==> src/hdl/cat_pkg.sv <==
// ----------------------------------------------------------------------------
// cat_pkg
// Shared types and constants of the comment-aware tokenizer: byte codes,
// configuration register indexes and the classified item passed from the
// front end to the back end.
// ----------------------------------------------------------------------------
package cat_pkg;

    localparam int MAX_TOKEN_LEN  = 256;
    localparam int MAX_SEPARATORS = 8;
    localparam int Q_DEPTH        = 2;

    localparam int LEN_W     = $clog2(MAX_TOKEN_LEN + 1);
    localparam int SEP_CNT_W = 4;
    localparam int SEP_W     = 8 * MAX_SEPARATORS;
    localparam int CFG_IDX_W = 2;
    localparam int CFG_W     = 64;

    localparam logic [7:0] NUL_CODE     = 8'h00;
    localparam logic [7:0] NEWLINE_CODE = 8'h0A;
    localparam logic [7:0] HASH_CODE    = 8'h23;
    localparam logic [7:0] UPPER_A      = 8'h41;
    localparam logic [7:0] UPPER_Z      = 8'h5A;
    localparam logic [7:0] CASE_BIT     = 8'h20;

    localparam logic [CFG_IDX_W-1:0] CFG_SEP_CHARS  = 2'd0;
    localparam logic [CFG_IDX_W-1:0] CFG_SEP_COUNT  = 2'd1;
    localparam logic [CFG_IDX_W-1:0] CFG_LOWER_CASE = 2'd2;

    // one text byte after classification
    typedef struct packed {
        logic [7:0] text;     // already lower-cased when enabled
        logic       is_nul;
        logic       is_nl;
        logic       is_sep;
        logic       is_hash;
        logic       eod;
    } t_item;

endpackage

==> src/hdl/cat_front.sv <==
// ----------------------------------------------------------------------------
// cat_front
// Input side: holds the configuration registers, accepts text bytes and
// classifies each one (NUL, newline, separator, hash, case folding).
// ----------------------------------------------------------------------------
module cat_front (
    input  logic                           i_clk,
    input  logic                           i_rst_n,
    input  logic                           i_cfg_we,
    input  logic [cat_pkg::CFG_IDX_W-1:0]  i_cfg_index,
    input  logic [cat_pkg::CFG_W-1:0]      i_cfg_data,
    input  logic                           i_in_valid,
    input  logic [7:0]                     i_text_byte,
    input  logic                           i_end_of_data,
    input  logic                           i_q_full,
    output logic                           o_in_stall,
    output logic                           o_push,
    output cat_pkg::t_item                 o_item
);
    import cat_pkg::*;

    logic [SEP_W-1:0]     r_sep_chars;
    logic [SEP_CNT_W-1:0] r_sep_count;
    logic                 r_lower_case;
    logic                 sep_hit;
    logic                 is_upper;

    always_ff @(posedge i_clk) begin
        if (!i_rst_n) begin
            r_sep_chars  <= '0;
            r_sep_count  <= '0;
            r_lower_case <= 1'b0;
        end else if (i_cfg_we) begin
            case (i_cfg_index)
                CFG_SEP_CHARS:  r_sep_chars  <= i_cfg_data[SEP_W-1:0];
                CFG_SEP_COUNT:  r_sep_count  <= i_cfg_data[SEP_CNT_W-1:0];
                CFG_LOWER_CASE: r_lower_case <= i_cfg_data[0];
                default: ;
            endcase
        end
    end

    // counts above the slot count simply enable every slot
    always_comb begin
        sep_hit = 1'b0;
        for (int i = 0; i < MAX_SEPARATORS; i++) begin
            if (r_sep_count > SEP_CNT_W'(i) && r_sep_chars[8*i +: 8] == i_text_byte)
                sep_hit = 1'b1;
        end
    end

    assign is_upper = (i_text_byte >= UPPER_A) && (i_text_byte <= UPPER_Z);

    always_comb begin
        o_item.text    = (r_lower_case && is_upper) ? (i_text_byte | CASE_BIT) : i_text_byte;
        o_item.is_nul  = (i_text_byte == NUL_CODE);
        o_item.is_nl   = (i_text_byte == NEWLINE_CODE);
        o_item.is_sep  = sep_hit && (i_text_byte != NUL_CODE);
        o_item.is_hash = (i_text_byte == HASH_CODE);
        o_item.eod     = i_end_of_data;
    end

    assign o_in_stall = i_q_full;
    assign o_push     = i_in_valid && !i_q_full;

endmodule

==> src/hdl/cat_queue.sv <==
// ----------------------------------------------------------------------------
// cat_queue
// Short queue of classified bytes between the front end and the back end.
// ----------------------------------------------------------------------------
module cat_queue (
    input  logic            i_clk,
    input  logic            i_rst_n,
    input  logic            i_push,
    input  cat_pkg::t_item  i_item,
    input  logic            i_pop,
    output logic            o_full,
    output logic            o_empty,
    output cat_pkg::t_item  o_item
);
    import cat_pkg::*;

    localparam int PTR_W = $clog2(Q_DEPTH);
    localparam int CNT_W = $clog2(Q_DEPTH + 1);

    t_item            r_slot [Q_DEPTH];
    logic [PTR_W-1:0] r_wr_ptr;
    logic [PTR_W-1:0] r_rd_ptr;
    logic [CNT_W-1:0] r_count;
    logic [PTR_W-1:0] n_wr_ptr;
    logic [PTR_W-1:0] n_rd_ptr;
    logic [CNT_W-1:0] n_count;

    assign o_full  = (r_count == CNT_W'(Q_DEPTH));
    assign o_empty = (r_count == '0);
    assign o_item  = r_slot[r_rd_ptr];

    always_comb begin
        n_wr_ptr = r_wr_ptr;
        n_rd_ptr = r_rd_ptr;
        n_count  = r_count;
        if (i_push) begin
            n_wr_ptr = (r_wr_ptr == PTR_W'(Q_DEPTH - 1)) ? '0 : r_wr_ptr + PTR_W'(1);
        end
        if (i_pop) begin
            n_rd_ptr = (r_rd_ptr == PTR_W'(Q_DEPTH - 1)) ? '0 : r_rd_ptr + PTR_W'(1);
        end
        case ({i_push, i_pop})
            2'b10:   n_count = r_count + CNT_W'(1);
            2'b01:   n_count = r_count - CNT_W'(1);
            default: n_count = r_count;
        endcase
    end

    always_ff @(posedge i_clk) begin
        if (!i_rst_n) begin
            r_wr_ptr <= '0;
            r_rd_ptr <= '0;
            r_count  <= '0;
        end else begin
            r_wr_ptr <= n_wr_ptr;
            r_rd_ptr <= n_rd_ptr;
            r_count  <= n_count;
        end
    end

    always_ff @(posedge i_clk) begin
        if (i_push) begin
            r_slot[r_wr_ptr] <= i_item;
        end
    end

    assert property (@(posedge i_clk) disable iff (!i_rst_n)
        r_count <= CNT_W'(Q_DEPTH))
        else $error("queue count beyond depth");

    assert property (@(posedge i_clk) disable iff (!i_rst_n)
        i_pop |-> r_count != '0)
        else $error("queue popped while empty");

endmodule

==> src/hdl/cat_back.sv <==
// ----------------------------------------------------------------------------
// cat_back
// Token state machine: comment tracking, one-character hold-back, length
// bound, end of stream; drives the registered result channel.
// ----------------------------------------------------------------------------
module cat_back (
    input  logic            i_clk,
    input  logic            i_rst_n,
    input  logic            i_item_valid,
    input  cat_pkg::t_item  i_item,
    output logic            o_pop,
    input  logic            i_out_stall,
    output logic            o_out_valid,
    output logic [7:0]      o_token_byte,
    output logic            o_token_last,
    output logic            o_token_too_long
);
    import cat_pkg::*;

    logic             r_in_comment;
    logic             r_held_valid;
    logic [7:0]       r_held_byte;
    logic [LEN_W-1:0] r_token_len;
    logic             r_overflowed;
    logic             r_done;
    logic             r_out_valid;
    logic [7:0]       r_out_byte;
    logic             r_out_last;
    logic             r_out_too_long;

    logic             n_in_comment;
    logic             n_held_valid;
    logic [7:0]       n_held_byte;
    logic [LEN_W-1:0] n_token_len;
    logic             n_overflowed;
    logic             n_done;
    logic             emit;
    logic [7:0]       emit_byte;
    logic             emit_last;
    logic             emit_too_long;
    logic             out_free;
    logic             finish;

    assign out_free = !r_out_valid || !i_out_stall;
    assign o_pop    = i_item_valid && out_free;

    always_comb begin
        n_in_comment  = r_in_comment;
        n_held_valid  = r_held_valid;
        n_held_byte   = r_held_byte;
        n_token_len   = r_token_len;
        n_overflowed  = r_overflowed;
        n_done        = r_done;
        emit          = 1'b0;
        emit_byte     = r_held_byte;
        emit_last     = 1'b0;
        emit_too_long = 1'b0;
        finish        = 1'b0;

        if (r_done) begin
            finish = 1'b1;
        end else if (i_item.is_nul) begin
            n_done       = 1'b1;
            n_in_comment = 1'b0;
            finish       = 1'b1;
        end else if (r_in_comment) begin
            if (i_item.is_nl)
                n_in_comment = 1'b0;
            if (i_item.eod)
                n_done = 1'b1;
        end else if (i_item.is_nl || i_item.is_sep) begin
            finish = 1'b1;
            if (i_item.eod)
                n_done = 1'b1;
        end else if (r_token_len == '0 && !r_held_valid && i_item.is_hash) begin
            // hash where a token would start opens a comment
            n_in_comment = 1'b1;
            if (i_item.eod)
                n_done = 1'b1;
        end else if (r_token_len >= LEN_W'(MAX_TOKEN_LEN)) begin
            n_overflowed = 1'b1;
            if (i_item.eod) begin
                n_done = 1'b1;
                finish = 1'b1;
            end
        end else begin
            emit         = r_held_valid;
            n_held_byte  = i_item.text;
            n_held_valid = 1'b1;
            n_token_len  = r_token_len + LEN_W'(1);
            if (i_item.eod)
                n_done = 1'b1;
        end

        if (finish) begin
            emit          = r_held_valid;
            emit_last     = 1'b1;
            // overflow flag only matters once a held character goes out
            emit_too_long = r_overflowed || (n_overflowed && !r_overflowed);
            n_held_valid  = 1'b0;
            n_held_byte   = '0;
            n_token_len   = '0;
            n_overflowed  = 1'b0;
        end
    end

    always_ff @(posedge i_clk) begin
        if (!i_rst_n) begin
            r_in_comment <= 1'b0;
            r_held_valid <= 1'b0;
            r_held_byte  <= '0;
            r_token_len  <= '0;
            r_overflowed <= 1'b0;
            r_done       <= 1'b0;
        end else if (o_pop) begin
            r_in_comment <= n_in_comment;
            r_held_valid <= n_held_valid;
            r_held_byte  <= n_held_byte;
            r_token_len  <= n_token_len;
            r_overflowed <= n_overflowed;
            r_done       <= n_done;
        end
    end

    always_ff @(posedge i_clk) begin
        if (!i_rst_n) begin
            r_out_valid <= 1'b0;
        end else if (out_free) begin
            r_out_valid <= o_pop && emit;
        end
    end

    always_ff @(posedge i_clk) begin
        if (o_pop && emit) begin
            r_out_byte     <= emit_byte;
            r_out_last     <= emit_last;
            r_out_too_long <= emit_too_long;
        end
    end

    assign o_out_valid      = r_out_valid;
    assign o_token_byte     = r_out_byte;
    assign o_token_last     = r_out_last;
    assign o_token_too_long = r_out_too_long;

    assert property (@(posedge i_clk) disable iff (!i_rst_n)
        r_out_valid && !r_out_last |-> !r_out_too_long)
        else $error("too-long flag on a character that does not end its token");

    assert property (@(posedge i_clk) disable iff (!i_rst_n)
        r_token_len <= LEN_W'(MAX_TOKEN_LEN))
        else $error("token length beyond bound");

    assert property (@(posedge i_clk) disable iff (!i_rst_n)
        r_held_valid |-> r_token_len != '0)
        else $error("held character with empty token");

    assert property (@(posedge i_clk) disable iff (!i_rst_n)
        r_in_comment |-> !r_held_valid)
        else $error("held character while inside a comment");

endmodule

==> src/hdl/comment_aware_tokenizer_unit.sv <==
// ----------------------------------------------------------------------------
// comment_aware_tokenizer_unit
// Splits a byte stream into tokens, skipping '#' comments, with optional
// lower-casing and a bound on token length.
// ----------------------------------------------------------------------------
// Usage:
//   input channel  : one text byte plus end-of-data flag per transfer
//                    (i_in_valid / o_in_stall)
//   output channel : one token character per transfer with last and too-long
//                    flags (o_out_valid / i_out_stall)
//   config port    : i_cfg_we writes i_cfg_index (0 separator bytes,
//                    1 separator count, 2 lower-case enable); write while idle
// Throughput is one byte per cycle while the output is not stalled: the front
// classifies with parallel compares, a two-entry queue decouples it from the
// back, whose token state update feeds the output register combinationally.
// A token character is loaded into the output register when the byte that
// follows it (the hold-back byte or terminator) is popped from the queue.
// After reset configuration is zero and a new stream starts; once the stream
// ends (NUL or end-of-data) the next transfer only drains a held character,
// and only reset starts another stream.
// A stall on the output holds the result register; the queue then fills and
// o_in_stall rises once it holds two bytes, at most two transfers later.
// ----------------------------------------------------------------------------
module comment_aware_tokenizer_unit (
    input  logic                           i_clk,
    input  logic                           i_rst_n,
    input  logic                           i_cfg_we,
    input  logic [cat_pkg::CFG_IDX_W-1:0]  i_cfg_index,
    input  logic [cat_pkg::CFG_W-1:0]      i_cfg_data,
    input  logic                           i_in_valid,
    output logic                           o_in_stall,
    input  logic [7:0]                     i_text_byte,
    input  logic                           i_end_of_data,
    output logic                           o_out_valid,
    input  logic                           i_out_stall,
    output logic [7:0]                     o_token_byte,
    output logic                           o_token_last,
    output logic                           o_token_too_long
);
    import cat_pkg::*;

    t_item push_item;
    t_item pop_item;
    logic  push;
    logic  pop;
    logic  q_full;
    logic  q_empty;

    cat_front u_front (
        .i_clk         (i_clk),
        .i_rst_n       (i_rst_n),
        .i_cfg_we      (i_cfg_we),
        .i_cfg_index   (i_cfg_index),
        .i_cfg_data    (i_cfg_data),
        .i_in_valid    (i_in_valid),
        .i_text_byte   (i_text_byte),
        .i_end_of_data (i_end_of_data),
        .i_q_full      (q_full),
        .o_in_stall    (o_in_stall),
        .o_push        (push),
        .o_item        (push_item)
    );

    cat_queue u_queue (
        .i_clk   (i_clk),
        .i_rst_n (i_rst_n),
        .i_push  (push),
        .i_item  (push_item),
        .i_pop   (pop),
        .o_full  (q_full),
        .o_empty (q_empty),
        .o_item  (pop_item)
    );

    cat_back u_back (
        .i_clk            (i_clk),
        .i_rst_n          (i_rst_n),
        .i_item_valid     (!q_empty),
        .i_item           (pop_item),
        .o_pop            (pop),
        .i_out_stall      (i_out_stall),
        .o_out_valid      (o_out_valid),
        .o_token_byte     (o_token_byte),
        .o_token_last     (o_token_last),
        .o_token_too_long (o_token_too_long)
    );

endmodule
==> config.mk <==
export PLATFORM = sky130hd
export DESIGN_NAME = comment_aware_tokenizer_unit
export DESIGN_NICKNAME = d
export VERILOG_FILES = /design/src/hdl/cat_pkg.sv /design/src/hdl/cat_front.sv /design/src/hdl/cat_queue.sv /design/src/hdl/cat_back.sv /design/src/hdl/comment_aware_tokenizer_unit.sv
export SDC_FILE = /design/constraint.sdc
export NUM_CORES = 1
export LEC_CHECK = 0
export BUFFER_PORTS_ARGS = -buffer_cell sky130_fd_sc_hd__buf_2
export CAP_MARGIN = 40
export CORE_UTILIZATION = 44
export DETAILED_ROUTE_END_ITERATION = 8
export PLACE_DENSITY = 0.72
export RECOVER_POWER = 25
export SETUP_SLACK_MARGIN = 0.3
export SLEW_MARGIN = 20
export SYNTH_ARGS = -nofsm -noshare
export SYNTH_HDL_FRONTEND = slang
export SYNTH_SLANG_ARGS = --single-unit
==> constraint.sdc <==
create_clock -name i_clk -period 2.7 [get_ports i_clk]
set_input_delay 0.675 -clock i_clk [delete_from_list [all_inputs] [get_ports i_clk]]
set_output_delay 0.675 -clock i_clk [all_outputs]
set_load 0.005 [all_outputs]
Word-level counts from Yosys, hierarchy flattened
Memory sizes are Yosys's and may differ from the RTL's. A register that Yosys moved wholly into a read port is not among the register bits.
Index checks and enable logic that the tools add are counted.
{"block": "totals", "mem_bits_ro": 0, "latch_bits": 0, "word_cells": 158, "input_bits": 80, "memories": 1, "reg_bits": 105, "out_inout_bits": 12, "ram_bits": 26}
{"block": "op_classes", "n_mux": 66, "n_shift": 0, "reduce_logical": 37, "bitwise": 1, "n_eq_ne": 21, "n_lt_le_gt_ge": 11, "n_addsub": 5, "div": 0, "mul": 0}
{"memory": "u_queue.r_slot", "depth": 2, "width": 13, "rd": 1, "rd_clocked_by_memory_dff": 1, "wr": 1, "line_no": "cat_queue.sv:20", "source": "t_item r_slot [Q_DEPTH];"}
{"cell": "8-bit equality test", "n": 8}
{"cell": "9-bit two-way mux", "n": 7}
{"cell": "8-bit two-way mux", "n": 7}
{"cell": "1-bit two-way mux", "n": 50}
{"cell": "1-bit logical AND", "n": 17}
{"cell": "4-bit by 3-bit > comparator with 1-bit output (second input constant)", "n": 4}
{"cell": "9-bit by 1-bit adder with 9-bit output (second input constant)", "n": 1}
{"cell": "9-bit >= comparator (second input constant)", "n": 1}
{"cell": "9-bit logical NOT", "n": 1}
{"cell": "8-bit by 4-bit equality test with 1-bit output (second input constant)", "n": 1}
{"cell": "8-bit by 6-bit equality test with 1-bit output (second input constant)", "n": 1}
{"cell": "8-bit by 7-bit >= comparator with 1-bit output (second input constant)", "n": 1}
{"cell": "4-bit by 1-bit > comparator with 1-bit output (second input constant)", "n": 2}
{"cell": "4-bit by 2-bit > comparator with 1-bit output (second input constant)", "n": 2}
{"cell": "8-bit by 7-bit less-or-equal comparator with 1-bit output (second input constant)", "n": 1}
{"cell": "8-bit logical NOT", "n": 1}
{"cell": "2-bit by 1-bit inequality test with 1-bit output (second input constant)", "n": 4}
{"cell": "2-bit AND reduction", "n": 4}
{"cell": "8-bit nonzero test", "n": 1}
{"cell": "7-bit AND reduction", "n": 1}
{"cell": "2-bit equality test (second input constant)", "n": 3}
{"cell": "1-bit logical NOT", "n": 6}
{"cell": "6-bit two-way mux", "n": 1}
{"cell": "2-bit by 1-bit equality test with 1-bit output (second input constant)", "n": 2}
{"cell": "9 further kinds", "n": 14}

Logic depth before layout (Yosys ltp)
Gate-level depths: netlist (run 1).
{"block": "logic_depth", "ltp_word": 11, "ltp_mapped": 8, "ltp_nobuf": 7}

Hierarchy
Synthesis (run 1) repeated with hierarchy kept, for this count alone.
{"block": "hier_totals", "hier_cells": 608, "hier_area_um2": 6082.1}
{"mod": "cat_front", "instances": 1, "area_per_inst_um2": 3567.2, "cells_per_inst": 427, "seq_area_each_um2": 1381.3}
{"mod": "cat_back", "instances": 1, "area_per_inst_um2": 1362.6, "cells_per_inst": 118, "seq_area_each_um2": 740.7}
{"mod": "cat_queue", "instances": 1, "area_per_inst_um2": 1148.6, "cells_per_inst": 62, "seq_area_each_um2": 880.8}
{"mod": "comment_aware_tokenizer_unit", "instances": 1, "area_per_inst_um2": 3.8, "cells_per_inst": 1, "seq_area_each_um2": 0.0}

Least setup slack after synthesis (run 1)
No wires, ideal clock.
{"block": "synth_path", "kind": "input to register", "startpoint": "input port i_out_stall", "endpoint": "register u_queue.r_count[1]", "required_ps": 2630, "setup_ps": 70, "arrival_time_ps": 2105, "path_buffers": 1, "path_slack_ps": 525, "stages": 7, "path_cell_list": "nand2_1 o21ai_0 inv_1 clkbuf_1 ha_1 or3_1 a21oi_1"}
{"block": "synth_between", "elab_chain_cells": 5, "elab_cells_between_ends": 7, "classes_between": "eq/ne: 2; mux: 1; reduce/logical: 4"}
{"element": "from (decl)", "line_no": "comment_aware_tokenizer_unit.sv:35", "source": "input logic i_out_stall,"}
{"element": "1-bit logical NOT (*)", "line_no": "cat_back.sv:44", "source": "assign out_free = !r_out_valid || !i_out_stall;"}
{"element": "1-bit logical OR (*)", "line_no": "cat_back.sv:44"}
{"element": "1-bit logical AND (*)", "line_no": "cat_back.sv:45", "source": "assign o_pop = i_item_valid && out_free;"}
{"element": "via pop", "line_no": "comment_aware_tokenizer_unit.sv:45", "source": "logic pop;"}
{"element": "2-bit by 1-bit equality test with 1-bit output / 2-bit equality test (equally long branches)", "line_no": "cat_queue.sv:42", "source": "case ({i_push, i_pop})"}
{"element": "2-bit one-hot mux with 2 select lines / 2-bit nonzero test (equally long branches)"}
{"element": "to (signal assigned)", "line_no": "cat_queue.sv:57", "source": "r_count <= n_count;"}
{"element": "to (decl)", "line_no": "cat_queue.sv:23", "source": "logic [CNT_W-1:0] r_count;"}
Mark *: on every way through the listed nets, which the timed path passes. The rest lies on a longest branch.
A chain may end at the register's enable or synchronous reset.

==> results of run 1 <==
power groups by stage:
stage	sequential, mW	clock [mW]	combinational, mW
3_5_place_dp	2.30	0	0.821
3_3_place_gp	2.30	0	0.800
5_1_grt	2.28	2.38	0.898
4_1_cts	2.26	2.30	0.828
6_report	2.26	2.27	0.818
2_1_floorplan	2.27	0	0.597
cells by family (layout without fill, tap and decap cells):
| family | after synthesis | after routing | synth area share, % |
|---|---|---|---|
| flops | 132 | 132 | 52.3 |
| compound gates | 117 | 117 | 12.4 |
| xor+xnor | 70 | 70 | 10.7 |
| fa+ha+maj | 3 | 3 | 0.654 |
| mux | 17 | 17 | 3.01 |
| buf+inv | 46 | 144 | 3.25 |
| simple gates | 225 | 225 | 17.7 |
layout make-up:
cell class	instances	area share (%)
Clock buffer	20	6.89
Multi-Input combinational cell	432	36.9
Tap cell	172	3.10
Timing Repair Buffer	104	7.65
Clock inverter	12	1.66
Sequential cell	132	43.3
Inverter	8	0.469
path summary, 6_finish.rpt:
kind                       start                     end  slack, ns  cells past startpoint
max                      i_rst_n     u_back.r_held_valid       0.30                      6
min reg2reg  u_back.emit_byte[2]  u_back.o_token_byte[2]       0.44                      0
max reg2reg             register   u_back.r_token_len[7]       0.49                      6
min                i_end_of_data    u_queue.r_slot[0][0]       0.43                      1
sequential cells by signal, indices dropped and copies added, names as in the netlist, 2 cells and up, named ones only:
register and flops:
u_front.r_sep_count 4, u_back.r_token_len 9, u_queue.r_count 2, u_back.emit_byte 8, u_back.o_token_byte 8, u_queue.r_slot 26, u_front.r_sep_chars 64
layout by cell type (no fill, tap or decap), types with 11 or more instances in the layout:
master	Yosys	routed
xnor2_1	47	47
nor2_1	21	21
dfxtp_1	96	96
nand2_1	142	142
o2bb2ai_1	11	11
xor2_1	23	23
mux2i_1	15	15
a21oi_1	71	71
buf_2	3	83
clkbuf_1	22	14
edfxtp_1	36	36
clkbuf_16	0	18
nand4_1	12	12
through the flow:
step | power, mW | hold slack (ns) | utilization, %
3_5_place_dp | 3.13 | 0.419 | 50.4
6_report | 5.35 | 0.435 | 54.7
5_1_grt | 5.55 | 0.428 | 54.7
3_3_place_gp | 3.10 | 0.427 | 50.4
2_1_floorplan | 2.87 | 0.409 | -
4_1_cts | 5.39 | 0.417 | 55.1
layer usage:
metal	part of all wire, %	GRT usage [%]	vias up
li1	-	-	2272
met1	44	24.5	2117
met2	49	32.7	148
met3	5.2	5.92	26
met4	2.0	9.66	0
met5	0	0	-
repair_timing:
action,CTS,global route
setup buffers,0,0
hold endpoints to repair,0,0
hold buffers,0,0
resized for setup,0,1
setup endpoints to repair,0,13
worst register-to-register path, stage by stage, from the launching register on:
cell and delay (ns):
dfxtp_1 0.47, mux2i_1 0.28, nor2b_1 0.35, o21a_4 0.25
inv_4 0.07, or4_1 0.50, a31oi_1 0.17
==> results.toml, run 1 <==
[power]
p_sw_mw = 1.45
clkPwrFrac_pct = 42.4
p_leak_nw = 2.53
power.internal_mw = 3.90
ir_drop_mv = 0.470
power_frac_seq_pct = 42.3
switching_share_pct = 27.1
power_density_nw_per_um2 = 771
combPwrFrac_pct = 15.3

[detailed_routing]
num_vias = 4563
wire_per_inst_um = 14.7
avgViaCountPerCell = 5.19
drc = 0
drtIter0Drc = 379
drt_wl_total_um = 13000
ant_nets = 0
drt_first_pass_iters = 8

[placed_design]
port_buffers = 91
gp_congestion = 0.876
post-place-cells = 848
dpl-instance-area_um2 = 6380
dp_slack_ns = 0.299
post-dp-hpwl_um = 8980

[worst_setup_path]
cp_top_family = "buffers and inverters"
cp.arrival_ns = 2.71
start_kind = "input port"
slowest_delay_ns = 1.17
path_class = "input port to register"
crit_fanout = 81
cp-end-kind = "register"
required_ns = 3.01
worst-path-buf-inv = 4
critPathSlowestCell = "clkbuf_2"
cp_cell_sequence = "clkbuf_1 > inv_2 > clkbuf_2 > a21oi_1 > buf_4 > a21bo_2"

[timing]
maxSlewHeadroom_pct = -9.41
rsz0062_at_grt = "no"
drv_slew = 82
worst_slew_pin_slew_ns = 1.64
fmax_ghz = 0.418
setup_viol = 0
finalSetupTns_ns = 0
hold_violations = 0
timing.final.crit_share_pct = 88.7
finClkSkew_ns = 0.0134
worst_slack_ns = 0.305
period_needed_ns = 2.40

[logic_synthesis]
synth_ff_type = "dfxtp_1"
syn_inst = 610
synth_edf_count = 36
synth_top_area_cell = "dfxtp_1"
synth_seq_area_share_pct = 52.3
synth_top_area_share_pct = 33.5
synth_seq_cells = 132
ys_types = 57
synth-async-reset-ratio_pct = 0
ys_top_cells_by_area = "dfxtp_1, edfxtp_1, nand2_1"
synth_warnings = 0
synth_nets = 693
postSynthAreaPerCell_um2 = 9.41
synth_most_common_cell = "nand2_1"
synthTopCellsByCount = "nand2_1, dfxtp_1, a21oi_1"
syn-cell-area_um2 = 5740

[die]
num_io_pins = 92
core_um2 = 12700
start_util_pct = 45.3
rows = 41
die_area_um2 = 13500
die_x_um = 116
die_h_um = 116

[status]
outcome = "finished with violations"
violations = "max-capacitance violations, max-slew violations"

[hold_path]
hold_path_class = "input port to register"

[clocking]
clk_path_buf_depth = 2
clock-sinks = 132
h-tree-depth = 4
clk_pin_slew_ns = 0.06
clk_latency_ns = 0.43
cts_tree = "done"
cts_root_buffer = "clkbuf_16"
cts_buffers = 17

[run]
drv_cap = 1

[layout]
layout-drive-gt1-share_pct = 18.8
seqCellArea_um2 = 3000
multi_input_area_um2 = 2560
stdcell_count = 880
fill_cells = 1157
fin_nets = 778
antenna_cells = 0
postLayoutCellArea_um2 = 6930
syn2layout_area_growth_pct = 20.8

[global_route]
grt_max_degree = 82
grtUsageTotal_pct = 20.1
grt_overflow = 0
grt_pass1_wl_um = 20200
antenna_found_initial = 0
grt_pass1_vias = 4179
Power figures use the tool's default switching activity.
==> run 2, diff against run 1 <==
SETUP_SLACK_MARGIN = 0.5   (was 0.3)
==> run 2 against run 1 <==
Sequential power hardly changed. Clock skew down 0.0050 ns. First-iteration DRC count increased by 5.0%. Via count increased by 0.35%. Non-clock buffer count unchanged. The flow still finishes with violations (max-capacitance violations, max-slew violations). Combinational power grew 2%. Critical endpoint unchanged. Worst hold slack got worse by 0.00092 ns. Sequential cell count is the same. Critical path type unchanged. Sequential share of layout area shrank 0.11 points.
==> results.toml, run 2 (synthesis results as in run 1) <==
[status]
outcome = "finished with violations"
violations = "max-capacitance violations, max-slew violations"

[clocking]
cts_tree = "done"
clock-sinks = 132
clk_pin_slew_ns = 0.06
clk_latency_ns = 0.43
cts_buffers = 17
cts_root_buffer = "clkbuf_16"
postCtsHoldBufs = 0
h-tree-depth = 4
clk_path_buf_depth = 2

[layout]
largest-register = "u_front.r_sep_chars"
antenna_cells = 0
final_cell_mix = "nand2_1, dfxtp_1, buf_2"
stdcell_count = 880
postLayoutCellArea_um2 = 6960
layout_commonest_cell = "nand2_1"
largest_register_ffs = 64
layout-drive-gt1-share_pct = 19.5
fin_nets = 778
top_regs = "u_front.r_sep_chars x64, u_queue.r_slot x26, u_back.r_token_len x9"
syn2layout_area_growth_pct = 21.2

[worst_setup_path]
worst-r2r-setup-slack_ns = 0.57
path_class = "input port to register"
cp.arrival_ns = 2.63
critPathSlowestCell = "clkbuf_2"
cp_cell_sequence = "buf_2 > inv_2 > clkbuf_2 > a21oi_1 > buf_4 > a21bo_2"
required_ns = 3.02
reg2regPathDepth = 5
rr_startpoint = "u_front.r_sep_count[2]"
start_kind = "input port"
slowest_delay_ns = 1.16
r2r-end = "u_queue.r_slot[0][2]"
cp-end-kind = "register"
crit_fanout = 81

[die]
die_h_um = 116
core_um2 = 12700
start_util_pct = 45.3
die_x_um = 116
rows = 41
num_io_pins = 92
die_area_um2 = 13500

[hold_path]
hold_path_end = "u_queue.r_slot[0][0]"
hold_path_depth = 1
hp-start = "i_end_of_data"
hold_path_class = "input port to register"

[timing]
finClkSkew_ns = 0.00831
fmax_ghz = 0.432
hold_violations = 0
period_needed_ns = 2.31
maxSlewHeadroom_pct = -9.62
setup_viol = 0
finalSetupTns_ns = 0
timing.final.crit_share_pct = 85.7
worst_slew_pin_slew_ns = 1.64
drv_slew = 82
rsz0062_at_grt = "no"

[global_route]
grt_max_degree = 82
antenna_found_initial = 0
grt_pass1_vias = 4179
grt_pass1_wl_um = 20200
grt_overflow = 0
grtUsageTotal_pct = 20.1

[power]
ir_drop_mv = 0.475
power_density_nw_per_um2 = 773
p_leak_nw = 2.54

[placed_design]
port_buffers = 91
post-dp-hpwl_um = 8980
gp_congestion = 0.876
post-place-cells = 848
dpl-instance-area_um2 = 6380

[detailed_routing]
ant_nets = 0
avgViaCountPerCell = 5.20
drc = 0
drtIter0Drc = 398
wire_per_inst_um = 14.8
num_vias = 4579
drt_wl_total_um = 13100
drt_first_pass_iters = 5

[run]
drv_cap = 1
## run 2: where the power goes
part	switching, mW	internal [mW]
clock network	0.891	1.38
registers	0.0875	2.18
logic	0.485	0.346
total	1.46	3.91
## run 2: routing by layer
layer	vias to the layer above	routed length, um	GRT usage [%]
met2	146	6360	32.7
met4	0	274	9.66
met1	2134	5690	24.5
met5	-	0	0
li1	2273	-	-
met3	26	725	5.92
## run 2: worst max-delay path, delay by kind of cell
| kind | cells | cell delay, ns |
|---|---|---|
| compound gates | 2 | 0.29 |
| buf+inv | 4 | 1.65 |
## run 2: layout make-up
cell class | count | area (um2)
Fill cell | 1159 | 5720
Sequential cell | 132 | 3000
Multi-Input combinational cell | 432 | 2580
Timing Repair Buffer | 104 | 532
Clock buffer | 20 | 478
Tap cell | 172 | 215
Clock inverter | 12 | 115
Inverter | 8 | 32.5
## run 2: through the flow
| step | utilization (%) | setup slack (ns) | power (mW) | hold WS [ns] |
|---|---|---|---|---|
| 5_1_grt | 54.9 | 0.270 | 5.57 | 0.428 |
| 4_1_cts | 55.1 | 0.512 | 5.39 | 0.417 |
| 2_1_floorplan | - | 0.525 | 2.87 | 0.409 |
| 6_report | 54.9 | 0.385 | 5.37 | 0.434 |
| 3_5_place_dp | 50.4 | 0.299 | 3.13 | 0.419 |
| 3_3_place_gp | 50.4 | 0.388 | 3.10 | 0.427 |
## run 2: how the worst max path moves through the flow
stage | from | endpoint | cells after the start
after global routing | i_rst_n | u_back.r_held_valid | 6
after CTS | register | u_back.r_token_len[7] | 6
after global placement | i_text_byte[0] | u_queue.r_slot[0][2] | 6
final | i_rst_n | u_back.r_held_valid | 6
after floorplan | i_out_stall | u_queue.r_count[1] | 7
after detailed placement | i_text_byte[0] | u_queue.r_slot[0][2] | 6
## run 2: repair_timing
item                       CTS  global route
setup endpoints to repair    8            26
setup buffers                0             0
gates resized for setup      1             6
